### src/design/sks_pkg.sv
// Package for the scalar Kalman smoother: widths, microcode word and step codes.
`default_nettype none
package sks_pkg;

	localparam int SAMPLE_BITS   = 12;
	localparam int FRACTION_BITS = 16;
	localparam int REG_W         = 16;

	localparam int COV_W   = FRACTION_BITS + 2;
	localparam int PRED_W  = ((COV_W > REG_W) ? COV_W : REG_W) + 1;
	localparam int DEN_W   = ((PRED_W > REG_W) ? PRED_W : REG_W) + 1;
	localparam int REM_W   = DEN_W + 1;
	localparam int QUO_W   = FRACTION_BITS + 1;
	localparam int EST_W   = SAMPLE_BITS + FRACTION_BITS;
	localparam int MUL_A_W = FRACTION_BITS + 1;
	localparam int MUL_B_W = (EST_W > PRED_W) ? EST_W : PRED_W;
	localparam int PROD_W  = MUL_A_W + MUL_B_W;
	localparam int CNT_W   = $clog2(QUO_W);

	localparam logic [REG_W-1:0] Q_RESET = REG_W'(66);
	localparam logic [REG_W-1:0] R_RESET = REG_W'(35586);
	localparam logic [COV_W-1:0] COV_RESET =
		COV_W'((((64'd1 << FRACTION_BITS) * 2) + 50) / 100);
	localparam logic [FRACTION_BITS-1:0] GAIN_MAX = '1;
	localparam logic [MUL_A_W-1:0] ONE_FX = MUL_A_W'(1) << FRACTION_BITS;

	// register indexes
	localparam logic REG_Q = 1'b0;
	localparam logic REG_R = 1'b1;

	// program steps
	localparam int PC_W = 3;
	localparam logic [PC_W-1:0] PC_WAIT = 3'd0;
	localparam logic [PC_W-1:0] PC_PRED = 3'd1;
	localparam logic [PC_W-1:0] PC_DEN  = 3'd2;
	localparam logic [PC_W-1:0] PC_DIV  = 3'd3;
	localparam logic [PC_W-1:0] PC_GAIN = 3'd4;
	localparam logic [PC_W-1:0] PC_MUL  = 3'd5;
	localparam logic [PC_W-1:0] PC_UPDX = 3'd6;
	localparam logic [PC_W-1:0] PC_OUT  = 3'd7;

	// multiplier operand select
	localparam logic [1:0] MS_NONE = 2'd0;
	localparam logic [1:0] MS_KMAG = 2'd1;
	localparam logic [1:0] MS_COV  = 2'd2;

	// jump conditions: jump to target when the condition holds, else step on
	localparam logic [1:0] JC_NEVER  = 2'd0;
	localparam logic [1:0] JC_NO_IN  = 2'd1;
	localparam logic [1:0] JC_CNT_NZ = 2'd2;
	localparam logic [1:0] JC_BUSY   = 2'd3;

	typedef struct packed {
		logic            take_in;
		logic            ld_pred;
		logic            ld_den;
		logic            div_step;
		logic            ld_gain;
		logic [1:0]      mul_sel;
		logic            upd_x;
		logic            upd_p;
		logic            emit;
		logic [1:0]      jcond;
		logic [PC_W-1:0] target;
	} ctrl_t;

	typedef struct packed {
		logic cnt_zero;
	} stat_t;

endpackage
`default_nettype wire

### src/design/scalar_kalman_smoother.sv
// Items are worked one at a time: a new item is taken only once the last one's result
// is registered. The one-bit-a-step restoring divider and the shared multiplier, used
// twice, set the pace; a held result also holds the program at its output step.
// Reset: asynchronous, active low; covariance goes to 0.02, estimate to zero,
// noise registers to their defaults, no result pending.
`default_nettype none
module scalar_kalman_smoother import sks_pkg::*; (
	input  wire logic                     clk,
	input  wire logic                     arst_n,
	input  wire logic                     psel,
	input  wire logic                     penable,
	input  wire logic                     pwrite,
	input  wire logic [2:0]               paddr,
	input  wire logic [31:0]              pwdata,
	output logic      [31:0]              prdata,
	output logic                          pready,
	input  wire logic                     in_valid,
	output logic                          in_stall,
	input  wire logic [SAMPLE_BITS-1:0]   sample,
	output logic                          out_valid,
	input  wire logic                     out_stall,
	output logic      [SAMPLE_BITS-1:0]   estimate_whole,
	output logic      [FRACTION_BITS-1:0] estimate_fraction,
	output logic      [FRACTION_BITS-1:0] gain
);

	logic [PC_W-1:0]          pc_q;
	logic [REG_W-1:0]         q_reg_q;
	logic [REG_W-1:0]         r_reg_q;
	logic                     out_valid_q;
	logic [SAMPLE_BITS-1:0]   whole_q;
	logic [FRACTION_BITS-1:0] frac_q;
	logic [FRACTION_BITS-1:0] gain_q;

	ctrl_t                    ctrl;
	stat_t                    stat;
	logic [EST_W-1:0]         est;
	logic [FRACTION_BITS-1:0] k;
	logic                     in_take;
	logic                     busy;
	logic                     jump;
	logic                     wr_en;

	sks_ucode_rom u_rom (
		.pc   (pc_q),
		.ctrl (ctrl)
	);

	sks_datapath u_dp (
		.clk     (clk),
		.arst_n  (arst_n),
		.ctrl    (ctrl),
		.in_take (in_take),
		.sample  (sample),
		.q_reg   (q_reg_q),
		.r_reg   (r_reg_q),
		.stat    (stat),
		.est     (est),
		.k       (k)
	);

	assign in_stall = !ctrl.take_in;
	assign in_take  = in_valid && ctrl.take_in;
	assign busy     = out_valid_q && out_stall;

	always_comb begin
		case (ctrl.jcond)
			JC_NO_IN:  jump = !in_take;
			JC_CNT_NZ: jump = !stat.cnt_zero;
			JC_BUSY:   jump = busy;
			default:   jump = 1'b0;
		endcase
	end

	always_ff @(posedge clk or negedge arst_n) begin
		if (!arst_n)
			pc_q <= PC_WAIT;
		else
			pc_q <= jump ? ctrl.target : (pc_q + PC_W'(1));
	end

	// configuration port
	assign pready = 1'b1;
	assign wr_en  = psel && penable && pwrite && pready;
	assign prdata = (paddr[2] == REG_R) ? 32'(r_reg_q) : 32'(q_reg_q);

	always_ff @(posedge clk or negedge arst_n) begin
		if (!arst_n) begin
			q_reg_q <= Q_RESET;
			r_reg_q <= R_RESET;
		end else if (wr_en) begin
			if (paddr[2] == REG_Q)
				q_reg_q <= pwdata[REG_W-1:0];
			else
				r_reg_q <= pwdata[REG_W-1:0];
		end
	end

	// result register
	always_ff @(posedge clk or negedge arst_n) begin
		if (!arst_n)
			out_valid_q <= 1'b0;
		else if (ctrl.emit && !busy)
			out_valid_q <= 1'b1;
		else if (!out_stall)
			out_valid_q <= 1'b0;
	end

	always_ff @(posedge clk) begin
		if (ctrl.emit && !busy) begin
			whole_q <= est[EST_W-1 -: SAMPLE_BITS];
			frac_q  <= est[FRACTION_BITS-1:0];
			gain_q  <= k;
		end
	end

	assign out_valid         = out_valid_q;
	assign estimate_whole    = whole_q;
	assign estimate_fraction = frac_q;
	assign gain              = gain_q;

	a_accept_starts: assert property (@(posedge clk) disable iff (!arst_n)
		(in_valid && !in_stall) |=> (pc_q == PC_PRED))
		else $error("accepted item did not start the program");

	a_result_from_last_step: assert property (@(posedge clk) disable iff (!arst_n)
		$rose(out_valid) |-> ($past(pc_q) == PC_OUT))
		else $error("result raised outside the output step");

	a_busy_no_take: assert property (@(posedge clk) disable iff (!arst_n)
		(pc_q != PC_WAIT) |-> in_stall)
		else $error("input taken while an item is in work");

endmodule
`default_nettype wire

### src/design/sks_ucode_rom.sv
// Microcode table: one control word per program step.
`default_nettype none
module sks_ucode_rom import sks_pkg::*; (
	input  wire logic [PC_W-1:0] pc,
	output ctrl_t                ctrl
);

	always_comb begin
		ctrl = '0;
		case (pc)
			PC_WAIT: begin
				ctrl.take_in = 1'b1;
				ctrl.jcond   = JC_NO_IN;
				ctrl.target  = PC_WAIT;
			end
			PC_PRED: ctrl.ld_pred = 1'b1;
			PC_DEN:  ctrl.ld_den  = 1'b1;
			PC_DIV: begin
				ctrl.div_step = 1'b1;
				ctrl.jcond    = JC_CNT_NZ;
				ctrl.target   = PC_DIV;
			end
			PC_GAIN: ctrl.ld_gain = 1'b1;
			PC_MUL:  ctrl.mul_sel = MS_KMAG;
			PC_UPDX: begin
				ctrl.upd_x   = 1'b1;
				ctrl.mul_sel = MS_COV;
			end
			PC_OUT: begin
				ctrl.upd_p  = 1'b1;
				ctrl.emit   = 1'b1;
				ctrl.jcond  = JC_BUSY;
				ctrl.target = PC_OUT;
			end
			default: ctrl = '0;
		endcase
	end

endmodule
`default_nettype wire

### src/design/sks_datapath.sv
// Datapath: covariance and estimate state, restoring divider, shared multiplier.
`default_nettype none
module sks_datapath import sks_pkg::*; (
	input  wire logic                     clk,
	input  wire logic                     arst_n,
	input  wire ctrl_t                    ctrl,
	input  wire logic                     in_take,
	input  wire logic [SAMPLE_BITS-1:0]   sample,
	input  wire logic [REG_W-1:0]         q_reg,
	input  wire logic [REG_W-1:0]         r_reg,
	output stat_t                         stat,
	output logic      [EST_W-1:0]         est,
	output logic      [FRACTION_BITS-1:0] k
);

	logic [COV_W-1:0]         p_q;
	logic [EST_W-1:0]         x_q;
	logic [EST_W-1:0]         meas_q;
	logic [PRED_W-1:0]        pred_q;
	logic [DEN_W-1:0]         den_q;
	logic [REM_W-1:0]         rem_q;
	logic [QUO_W-1:0]         quot_q;
	logic [CNT_W-1:0]         cnt_q;
	logic [FRACTION_BITS-1:0] k_q;
	logic [EST_W-1:0]         mag_q;
	logic                     up_q;
	logic [PROD_W-1:0]        prod_q;

	logic                     rem_ge;
	logic [REM_W-1:0]         rem_sub;
	logic [MUL_A_W-1:0]       mul_a;
	logic [MUL_B_W-1:0]       mul_b;
	logic [EST_W-1:0]         step;
	logic [PRED_W-1:0]        cov;
	logic [FRACTION_BITS-1:0] k_next;

	assign rem_ge  = rem_q >= REM_W'(den_q);
	assign rem_sub = rem_ge ? (rem_q - REM_W'(den_q)) : rem_q;

	always_comb begin
		if (den_q == '0)
			k_next = '0;
		else if (quot_q[QUO_W-1])
			k_next = GAIN_MAX;   // gain of exactly one saturates
		else
			k_next = quot_q[FRACTION_BITS-1:0];
	end

	always_comb begin
		case (ctrl.mul_sel)
			MS_KMAG: begin
				mul_a = MUL_A_W'(k_q);
				mul_b = MUL_B_W'(mag_q);
			end
			MS_COV: begin
				mul_a = ONE_FX - MUL_A_W'(k_q);
				mul_b = MUL_B_W'(pred_q);
			end
			default: begin
				mul_a = '0;
				mul_b = '0;
			end
		endcase
	end

	assign step = prod_q[FRACTION_BITS +: EST_W];
	assign cov  = prod_q[FRACTION_BITS +: PRED_W];

	always_ff @(posedge clk or negedge arst_n) begin
		if (!arst_n) begin
			p_q   <= COV_RESET;
			x_q   <= '0;
			cnt_q <= '0;
		end else begin
			if (ctrl.ld_den)
				cnt_q <= CNT_W'(QUO_W - 1);
			else if (ctrl.div_step && cnt_q != '0)
				cnt_q <= cnt_q - CNT_W'(1);
			if (ctrl.upd_x)
				x_q <= up_q ? (x_q + step) : (x_q - step);
			if (ctrl.upd_p)
				p_q <= ((cov >> COV_W) != '0) ? '1 : cov[COV_W-1:0];
		end
	end

	always_ff @(posedge clk) begin
		if (in_take)
			meas_q <= {sample, {FRACTION_BITS{1'b0}}};
		if (ctrl.ld_pred)
			pred_q <= PRED_W'(p_q) + PRED_W'(q_reg);
		if (ctrl.ld_den) begin
			den_q  <= DEN_W'(pred_q) + DEN_W'(r_reg);
			rem_q  <= REM_W'(pred_q);
			quot_q <= '0;
		end
		if (ctrl.div_step) begin
			// remainder stays below the divisor, so the shift loses nothing
			rem_q  <= {rem_sub[REM_W-2:0], 1'b0};
			quot_q <= {quot_q[QUO_W-2:0], rem_ge};
		end
		if (ctrl.ld_gain) begin
			k_q   <= k_next;
			up_q  <= meas_q >= x_q;
			mag_q <= (meas_q >= x_q) ? (meas_q - x_q) : (x_q - meas_q);
		end
		if (ctrl.mul_sel != MS_NONE)
			prod_q <= PROD_W'(mul_a) * PROD_W'(mul_b);
	end

	assign stat.cnt_zero = (cnt_q == '0);
	assign est = x_q;
	assign k   = k_q;

endmodule
`default_nettype wire

### config.mk
export PLATFORM = sky130hd
export DESIGN_NAME = scalar_kalman_smoother
export DESIGN_NICKNAME = d
export VERILOG_FILES = /design/src/design/sks_pkg.sv /design/src/design/scalar_kalman_smoother.sv /design/src/design/sks_ucode_rom.sv /design/src/design/sks_datapath.sv
export SDC_FILE = /design/constraint.sdc
export NUM_CORES = 2
export LEC_CHECK = 0
export ABC_AREA = 1
export BUFFER_PORTS_ARGS = -buffer_cell sky130_fd_sc_hd__buf_2
export CELL_PAD_IN_SITES_DETAIL_PLACEMENT = 0
export CELL_PAD_IN_SITES_GLOBAL_PLACEMENT = 1
export CORE_MARGIN = 3
export CORE_UTILIZATION = 52
export DETAILED_ROUTE_END_ITERATION = 10
export PLACE_DENSITY_LB_ADDON = 0.2
export SETUP_SLACK_MARGIN = 0.05
export SYNTH_ARGS = -nofsm -noshare
export SYNTH_HDL_FRONTEND = slang
export SYNTH_HIERARCHICAL = 1
export SYNTH_SLANG_ARGS = --single-unit
### constraint.sdc
create_clock -name clk -period 11.9 [get_ports clk]
set_input_delay 2.975 -clock clk [delete_from_list [all_inputs] [get_ports clk]]
set_output_delay 2.975 -clock clk [all_outputs]
set_load 0.005 [all_outputs]
==> summary.md <==
| Metric | Value |
|---|---|
| CTS tree | built |
| WL final | about 100 mm |
| Sequential area share after synthesis | 0.2441 |
| Post-CTS Resized | 0 |
| Post-route ant nets | 0 |
| Layout overhead on the synthesized area | 6.286% |
| Rel. slew slack | 0.1805 |
| Max Freq | 104.2 MHz |
| Tightest Pin Transition | 1.225 ns |
| Max-slew violations | 0 |
| Worst Setup End Kind | flip-flop |
| Synth Register Bits | 293 |
| Starting density of the core | 0.5292 |
| Fraction of registers with async set/reset | 0.2969 |
| Total grt overflow | 0 |
| All-Layer GR Usage | 0.3009 |
| Die height | approximately 260 um |
| # IOs | between 100 and 150 |
| CTS Sinks | a little under 300 |
| Antenna violations before repair | 0 |
| Setup_tns | 0 ns |
| Most used DFF post-synth | edfxtp_1 |
| Row count | 93 |
| Initial DRC Count | 2350 |
| Leading cell type in the layout, fill and taps excluded | nand2_1 |
| Maximum vdd drop | 0.1465 mV |
| Worst path arrival time | just under 10 ns |
| Post-CTS Setup Bufs | 0 |
| Routability cong. | about 0.95 |
| Routed vias/inst | 5.385 |
| Slowest Stage Delay on Critical Path | roughly 0.66 ns |
| Drt drc | 0 |
| DR WL/cell | 19.60 um |
| Avg Synthesized Cell Area | ~7.9 um2 |
| Final Critical Period | 9.601 ns |
| Pwr Total | 5.908 mW |
| Die X | 262.8 um |
| HPWL after detailed placement | 84.51 mm |
| Final hold violations | 0 |
| First-pass GRT wire length | 162.1 mm |
| Non-filler cells, final | 5289 |
| Final period util | 0.8068 |
| Hold/Removal Path Class | reg2reg |
| Cells after DPL | 5232 |
| Min Hold Slack | 0.4891 ns |
| Outcome | completed |
| Worst-skew pair later-pin latency | ~0.59 ns |
| H-tree depth | 1 |
| Via Count | roughly 28000 |
| Hold Buf Count CTS | 0 |
| Max Cap Viol | 0 |
| Leak Pwr | 18.27 nW |
| Share of layout cells above drive strength 1 | 0.06091 |
| CP max-delay cell | inv_1 |
| Core area | 64810 um2 |
| Number of synthesis warnings | 6 |
| Data required time of the critical path | 12.23 ns |
| Longest Clk Path Bufs | 3 |
| Vias in the first global route | roughly 28000 |
| Post-synth EDFFs | ~210 |
| WS Path Type | reg2reg |
| Crit path top cell by count | inv_1 |
| RSZ-0062 raised after global routing | no |
| Startpoint types | flip-flop |
| Skew final | 0.01871 ns |
| Worst-path fanout max | 39 |
| Most frequent cells in the layout | nand2_1, inv_1, nor2_1 |
| Die footprint | 69070 um2 |
| Endpoints failing setup | 0 |
| Nets | 5077 |
| CTS buffer count | 30 |
| Root Buffer | clkbuf_16 |
| I/O Buffers | 97 |
| Post-Synthesis Cell Area | 34300 um2 |
| Clk slew on worst S/H paths | 0.06 ns |
| Largest net degree at the start of global routing | 50 |
| DR pass1 iterations | 8 |
| Mapped Cells | 4368 |
| Power density over the cells | 162.1 nW/um2 |
| Distinct cells, synth | 55 |
layout make-up:
class | count | area, um2
Clock inverter | 17 | 186.4
Inverter | 899 | 3382
Timing Repair Buffer | 120 | 660.6
Clock buffer | 39 | 815.8
Antenna cell | 1 | 2.502
Fill cell | 6285 | 28360
Multi-Input combinational cell | 3065 | 21960
Sequential cell | 293 | 8371
Tap cell | 855 | 1070
flip-flops by register name, summed over array words and instances (netlist names), 16 cells and up:
name,count
u_dp/p_q,18
q_reg_q,16
u_dp/est,28
gain,16
u_dp/pred_q,19
estimate_fraction,16
u_dp/mag_q,28
u_dp/den_q,20
u_dp/quot_q,17
u_dp/k,16
r_reg_q,16
u_dp/prod_q,28
u_dp/rem_q,21
power breakdown:
part	leakage (nW)	internal, mW	switching, mW	total (mW)
logic	14.8	1.01	1.99	3.00
clock network	0.486	0.552	0.417	0.969
registers	3.00	1.60	0.338	1.94
worst paths after layout:
check	startpoint	end	slack, ns	depth (start not counted)
max	pc_q[2]	u_dp/prod_q[37]	2.30	30
min	u_dp/cnt_q[4]	u_dp/cnt_q[4]	0.49	1
max reg2reg	pc_q[2]	u_dp/prod_q[37]	2.30	30
min reg2reg	u_dp/cnt_q[4]	u_dp/cnt_q[4]	0.49	1
max in group asynchronous	arst_n	q_reg_q[1]	8.41	2
min in group asynchronous	arst_n	u_dp/est[24]	2.41	1
cell usage after synthesis, drive strengths merged (27+ instances only):
| library cell | count | area [um2] |
|---|---|---|
| dfrtp | 73 | 1827 |
| fa | 391 | 7828 |
| buf | 66 | 444.2 |
| o21a | 27 | 202.7 |
| xnor2 | 32 | 280.3 |
| xor2 | 80 | 700.7 |
| edfxtp | 205 | 6156 |
| o21ai | 187 | 1049 |
| clkbuf | 60 | 226.5 |
| nor2 | 420 | 1612 |
| nand2 | 1148 | 4334 |
| nor3 | 29 | 166.4 |
| nand3 | 168 | 845.8 |
| inv | 893 | 3359 |
| nand4 | 49 | 336.6 |
| ha | 223 | 2790 |
| a21oi | 185 | 925.9 |
critical path, delay by kind of cell (launching register included):
family	cells	cell delay (ns)
AOI/OAI and AO/OA	4	1.44
adders and majority gates	8	4.02
buffers and inverters	10	2.26
DFF	1	0.48
and+or+nand+nor	8	1.08
cells by family after synthesis:
family                     synth area share
other                             0.0002190
DFF                                  0.2441
xor gates and xnor gates            0.02860
buffers and inverters                0.1182
AOI/OAI and AO/OA                   0.07920
adders and majority gates            0.3096
and+or+nand+nor                      0.2202
metrics by stage:
stage	setup WS [ns]	utilization	instance area, um2
final	2.299	0.5624	36450
after global routing	1.761	0.5624	36450
after CTS	2.398	0.5624	36450
after detailed placement	2.426	0.5469	35450
after global placement	2.528	0.5469	35450
after floorplan	4.878	-	34350
metal layers:
metal	part of all wire	track usage
met5	0	0
met4	0.030	0.07704
met3	0.089	0.06788
met2	0.44	0.4657
met1	0.44	0.4303
Power figures use the tool's default switching activity.
